[src/hdl/edf_task_scheduler_assert.svh]
// ----------------------------------------------------------------------------
// edf_task_scheduler_assert
// Concurrent assertion macros shared by the scheduler RTL.
// ----------------------------------------------------------------------------
`ifndef EDF_TASK_SCHEDULER_ASSERT_SVH
`define EDF_TASK_SCHEDULER_ASSERT_SVH
`ifndef NO_ASSERTIONS
`define EDF_ASSERT(lbl, clk, rstn, prop, msg) \
  lbl: assert property (@(posedge clk) disable iff (!rstn) prop) else $error(msg);
`define EDF_ASSERT_NEVER(lbl, clk, rstn, cond, msg) \
  lbl: assert property (@(posedge clk) disable iff (!rstn) !(cond)) else $error(msg);
`else
`define EDF_ASSERT(lbl, clk, rstn, prop, msg)
`define EDF_ASSERT_NEVER(lbl, clk, rstn, cond, msg)
`endif
`endif

[src/hdl/edf_pkg.sv]
// ----------------------------------------------------------------------------
// edf_pkg
// Shared types and codes of the EDF task scheduler.
// ----------------------------------------------------------------------------
package edf_pkg;
  localparam logic [2:0] CMD_TICK     = 3'd0;
  localparam logic [2:0] CMD_ADD_RT   = 3'd1;
  localparam logic [2:0] CMD_ADD_PL   = 3'd2;
  localparam logic [2:0] CMD_SELECT   = 3'd3;
  localparam logic [2:0] CMD_PREEMPT  = 3'd4;
  // Unused command codes; they only report an accept.
  localparam logic [2:0] CMD_SPARE_LO = 3'd5;
  localparam logic [2:0] CMD_SPARE_HI = 3'd7;

  localparam logic [2:0] ST_RT_SEL   = 3'd0;
  localparam logic [2:0] ST_PL_SEL   = 3'd1;
  localparam logic [2:0] ST_WAIT     = 3'd2;
  localparam logic [2:0] ST_NONE     = 3'd3;
  localparam logic [2:0] ST_ACCEPT   = 3'd4;
  localparam logic [2:0] ST_FULL     = 3'd5;
  localparam logic [2:0] ST_TICKED   = 3'd6;

  // Command transfer payload.
  typedef struct packed {
    logic [2:0]  cmd;
    logic [7:0]  task_id;
    logic [31:0] start_time;
    logic [31:0] rel_deadline;
  } sched_cmd_t;

  // Result transfer payload.
  typedef struct packed {
    logic [2:0]  status;
    logic [7:0]  chosen_id;
    logic [15:0] missed_total;
    logic        timeslice_on;
  } sched_res_t;

  // One real-time table entry.
  typedef struct packed {
    logic [31:0] release_ms;
    logic [31:0] dl_ms;
    logic [7:0]  ident;
  } rt_entry_t;

  // Control broadcast from the sequencer to every cell.
  typedef struct packed {
    logic        ins;     // sorted insert of new_entry
    logic        rem;     // remove at rem_idx position
    logic [8:0]  rem_idx;
    rt_entry_t   new_entry;
  } cell_ctl_t;
endpackage

[src/hdl/edf_cell.sv]
// ----------------------------------------------------------------------------
// edf_cell
// One slot of the sorted real-time table; trades entries with its neighbors.
// ----------------------------------------------------------------------------
module edf_cell #(
  parameter int unsigned IDX_W = 4,
  parameter int unsigned MY_IDX = 0
) (
  input  logic               clk_i,
  input  edf_pkg::cell_ctl_t ctl_i,
  input  logic [IDX_W:0]     used_i,
  input  edf_pkg::rt_entry_t left_i,
  input  logic               left_gt_i,
  input  edf_pkg::rt_entry_t right_i,
  output edf_pkg::rt_entry_t entry_o,
  output logic               gt_o
);
  edf_pkg::rt_entry_t entry_q, entry_d;
  logic [IDX_W:0] my_pos;

  assign my_pos = (IDX_W + 1)'(MY_IDX);
  assign entry_o = entry_q;
  // This cell holds a live entry whose deadline exceeds the new one.
  assign gt_o = (my_pos < used_i) && (entry_q.dl_ms > ctl_i.new_entry.dl_ms);

  // Insert, remove or hold.
  always_comb begin
    entry_d = entry_q;
    priority if (ctl_i.ins) begin
      if (gt_o) begin
        entry_d = left_gt_i ? left_i : ctl_i.new_entry;
      end else if (my_pos == used_i) begin
        entry_d = left_gt_i ? left_i : ctl_i.new_entry;
      end
    end else if (ctl_i.rem) begin
      if (my_pos >= ctl_i.rem_idx[IDX_W:0]) entry_d = right_i;
    end
  end

  always_ff @(posedge clk_i) begin
    entry_q <= entry_d;
  end
endmodule

[config.mk]
export PLATFORM = sky130hd
export DESIGN_NAME = edf_cell
export DESIGN_NICKNAME = d
export VERILOG_FILES = /design/src/hdl/edf_task_scheduler_assert.svh /design/src/hdl/edf_pkg.sv /design/src/hdl/edf_cell.sv
export SDC_FILE = /design/constraint.sdc
export NUM_CORES = 1
export LEC_CHECK = 0
export ABC_AREA = 1
export BUFFER_PORTS_ARGS = -buffer_cell sky130_fd_sc_hd__buf_2
export CAP_MARGIN = 25
export CORE_AREA = 2 2 119 121
export CTS_CLUSTER_DIAMETER = 50
export DETAILED_ROUTE_END_ITERATION = 7
export DIE_AREA = 0 0 121 123
export GPL_TIMING_DRIVEN = 0
export PLACE_DENSITY = 0.7
export SLEW_MARGIN = 5
export SYNTH_ARGS = -nofsm -noshare
export SYNTH_HDL_FRONTEND = slang
export SYNTH_SLANG_ARGS = --single-unit
[constraint.sdc]
create_clock -name clk_i -period 4.6 [get_ports clk_i]
set_clock_uncertainty 0.05 [all_clocks]
set_input_delay 1.38 -clock clk_i [delete_from_list [all_inputs] [get_ports clk_i]]
set_output_delay 1.38 -clock clk_i [all_outputs]
set_load 0.05 [all_outputs]
-- After elaboration in Yosys (flattened, before gate mapping)
Index checks and enable logic that the tools add are counted.
- magnitude comparators: 3
- muxes and demuxes: 6
- eq/ne operators: 1
- reduce and logical (&&, ||, !) cells: 5
- operators with widths (cell ; number):
    2-to-1 mux 72 bit ; 6
    > comparator 32 bit ; 1
    greater-or-equal comparator 1 x 5 -> 1 bit, first input constant ; 1
    logical NOT 5 bit ; 1
    less-than comparator 1 x 5 -> 1 bit, first input constant ; 1
    nonzero test 2 bit ; 2
    inequality test 3 x 1 -> 1 bit, second input constant ; 1
    AND reduction 3 bit ; 1
    logical AND 1 bit ; 1
- input port bits: 234
- register bits: 72

-- Logic depth before layout (Yosys ltp)
- depth after elaboration: 4
- gate-level depth with buffers: 15
- gate-level depth less buffers: 15

-- Worst setup path before layout
OpenSTA, ideal clock, no wires.
- path type: input to register
- from: input port ctl_i[31] (netlist bit)
- to: register entry_q (netlist bit entry_o[0]) (enable)
- setup time: 455 ps
- stages: 10
- setup slack: -206 ps
- data arrival time: 4301 ps
- buffers on the path: 0
- path through: inv_1 ha_1 nand2_2 nor2_4 nand4_2 nor2_2 nand2_1 nand2_1 nand2_2 a21oi_2
- cells in the longest elaborated chain, start to end: 4
- ends and longest elaborated chain (item ; RTL line ; RTL):
    start: declaration ; edf_cell.sv:10 ; input edf_pkg::cell_ctl_t ctl_i,
    > comparator 32 bit ; edf_cell.sv:24 ; assign gt_o = (my_pos < used_i) && (entry_q.dl_ms > ctl_i.new_entry.dl_ms);
    logical AND 1 bit ; edf_cell.sv:24 ;
    inequality test 3 x 1 -> 1 bit (no source line) ; n/a ;
    AND reduction 3 bit (no source line) ; n/a ;
    end signal: assignment ; edf_cell.sv:41 ; entry_q <= entry_d;
    end: declaration ; edf_cell.sv:18 ; edf_pkg::rt_entry_t entry_q, entry_d;
Every way passes these cells.
A chain may end at the register's enable or synchronous reset.

-- Final worst setup path
- from: input port ctl_i[25] (netlist bit)
- to: output port gt_o
- cells in the longest elaborated chain, start to end: 2
- ends and longest elaborated chain (item ; RTL line ; RTL):
    > comparator 32 bit ; edf_cell.sv:24 ;
    logical AND 1 bit ; edf_cell.sv:24 ;
    end: declaration ; edf_cell.sv:16 ; output logic gt_o
Every way passes these cells.

==> results.md <==
* Worst min path class: reg2reg
* Non-Filler Instances at roughly 1000
* CTS tree: yes
* Critical path data arrival time at roughly 2900 ps
* First DRT Iteration DRCs at 180
* Crit start category: primary input
* First-pass GRT wire length at ~23000 um
* Synth area leader: edfxtp_1
* Worst EP required at 3170 ps
* Synthesis-stage register bit count at slightly above 70
* Library cells used by synthesis at 25
* Final core utilization at 48.2%
* R2R setup slack at ~1800 ps
* Commonest non-fill, non-tap cells in the layout: 324 x buf_2, 179 x nand2_1, 80 x nor2_1, 73 x a31oi_1, 72 x edfxtp_1
* Worst R2R End: entry_o[60]
* Syn. warnings at 0
* Worst Setup End Kind: output port
* PwrDens at 311 nW/um^2
* Die Ht at 123 um
* Worst Hold End: entry_o[31]
* Port Buffers at 300
* Leak at roughly 3.3 nW
* Area Growth Syn to Fin at 45.0%
* Worst hold stages at 6
* Max Freq at 0.231 GHz
* Vias/cell at roughly 4.6
* Post-Synthesis Cells at 547
* Worst reg2reg startpoint: entry_o[31]
* Number of cells after detailed placement at ~1000
* Resize count post-CTS at 0
* Synth area leaders: edfxtp_1 48%, nand2_1 15%, a31oi_1 10%
* Net Count, Synth at approximately 800
* Vias in the first global route at between 4000 and 5000
* Core Box Area at ~14000 um^2
* Clock sink count at a little over 70
* Die Area at around 15000 um^2
* DRT antenna net count at 0
* Hold buffer count at cts at 0
* DRC violations left at 0
* Syn Std Cell Area at between 4000 and 5000 um^2
* Skew-Pair Late Insertion Delay at 320 ps
* Outcome: finished, final reports clean
* GRT Util Overall at approximately a fifth
* Fillers at roughly 1400
* Async set or reset register ratio after synthesis at 0%
* Layout cell share with drive strength beyond 1 at between 40% and 50%
* Placer Congestion at a little over 0.8
* Minimum clock period at 4330 ps
* Final HPWL DP at around 12000 um
* Maximum vdd drop at just over 0.0002 V
* Routed length per instance at roughly 15 um
* Number of enable flip-flop cells after synthesis at 72
* Clock slew at reported path FFs at roughly 60 ps
* Synth Flop Type: edfxtp_1
* Inserted Clock Buffers at 9
* # Max-Cap Violations at 0
* Peak fanout along the critical path at 2
* Initial antenna violation count at 2
* Most common cell after layout, fill and taps aside: buf_2
* Largest net degree at the start of global routing at 28
* Pins Over Slew Limit at 0
* Vias at 4786
* Die Width at 121 um
* IO Count at just over 300
* Yosys top cell area share at between 40 and 50%
* DRT Pass-1 Iters at 4
* Sequential area share after synthesis at a little under half
* RSZ-0062 raised after global routing: false
* Clock root cell: clkbuf_16
* Crit path kind: in2out
* Total congestion overflow at 0
* Final period util at 94.1%
* R2R cell count at 11
* Post-CTS setup repair buffer count at 0
* Starting density of the core at 33.2%
* Clock tree buffer depth at 2
* Final Hold Fails at 0
* H-Tree Depth at 3
* Final setup violation count at 0
* Worst hold start: entry_o[24]
* Max reg flops at 72
* Worst-margin pin slew at approximately 770 ps
* Routed WL at around 16000 um
* Syn avg cell area at 8.27 um^2
* Number of cell rows at 43
* Fin nets at roughly 1100
* Slew margin rel. at roughly 49%
[layout make-up]
type | count | area, um^2 | area share, %
antenna | 1 | 2.50 | 0.0382
buffer | 31 | 146 | 2.23
clock buffer | 11 | 233 | 3.55
clock inverter | 5 | 23.8 | 0.363
inverter | 45 | 169 | 2.58
multi-input combinational | 399 | 2050 | 31.3
sequential | 72 | 2160 | 33.0
tap | 180 | 225 | 3.44
timing repair buffer | 302 | 1540 | 23.5
[how the worst max path moves through the flow]
stage	endpoint	slack [ps]	start	cells past startpoint
after floorplan	gt_o	630	ctl_i[31]	10
after global routing	gt_o	140	ctl_i[25]	14
after CTS	gt_o	270	ctl_i[25]	14
after detailed placement	gt_o	270	ctl_i[25]	14
final	gt_o	270	ctl_i[25]	14
after global placement	entry_o[60]	-170	ctl_i[31]	11
[cells in the mapped netlist, types with 2 or more instances]
library cell  number
ha_1              32
nand3_1            2
nor2_1            80
a21oi_1           14
nor2_4             2
nand2_2            4
buf_1              3
clkbuf_1           4
a31oi_1           73
inv_1             43
inv_2              2
nand2_1          179
buf_2             24
edfxtp_1          72
nor2_2             3
[report_power, final]
part	leakage [nW]	internal [W]	switching, W
logic	2.49	0.000197	0.000413
registers	0.683	0.000798	0.0000190
clock network	0.130	0.000360	0.000253
[critical path: stages]
cell     delay (ps)
buf_2           110
inv_1            50
ha_1            320
nand2_1          80
nand2_1          50
nand2_1          50
nand2_1          40
nand2_1          60
nand3_1          80
a21oi_1         220
nand2_1         100
nand2_2          90
inv_1            60
buf_2           210
[cells by family after synthesis]
logic type | share of synthesized area, %
simple gates | 24.0
compound gates | 12.4
fa+ha+maj | 8.85
flops | 47.8
buf+inv | 6.97
[layer usage]
layer | track usage (%) | routed length (um) | vias to the layer above
li1 | - | - | 2480
met2 | 35.8 | 7610 | 208
met3 | 6.32 | 1400 | 18
met4 | 5.67 | 278 | 2
met5 | 0 | 13 | -
met1 | 23.4 | 6230 | 2078
[per-stage QoR]
step | hold slack (ps) | power, W | setup slack (ps) | setup TNS, ps | cell area, um^2
6_report | 1230 | 0.00204 | 272 | 0 | 6560
5_1_grt | 1340 | 0.00215 | 141 | 0 | 6560
4_1_cts | 1260 | 0.00207 | 266 | 0 | 6550
3_5_place_dp | 1260 | 0.00144 | 269 | 0 | 6300
3_3_place_gp | 1660 | 0.00143 | -169 | -11870 | 6260
2_1_floorplan | 1580 | 0.00122 | 633 | 0 | 4530
Power figures use the tool's default switching activity.
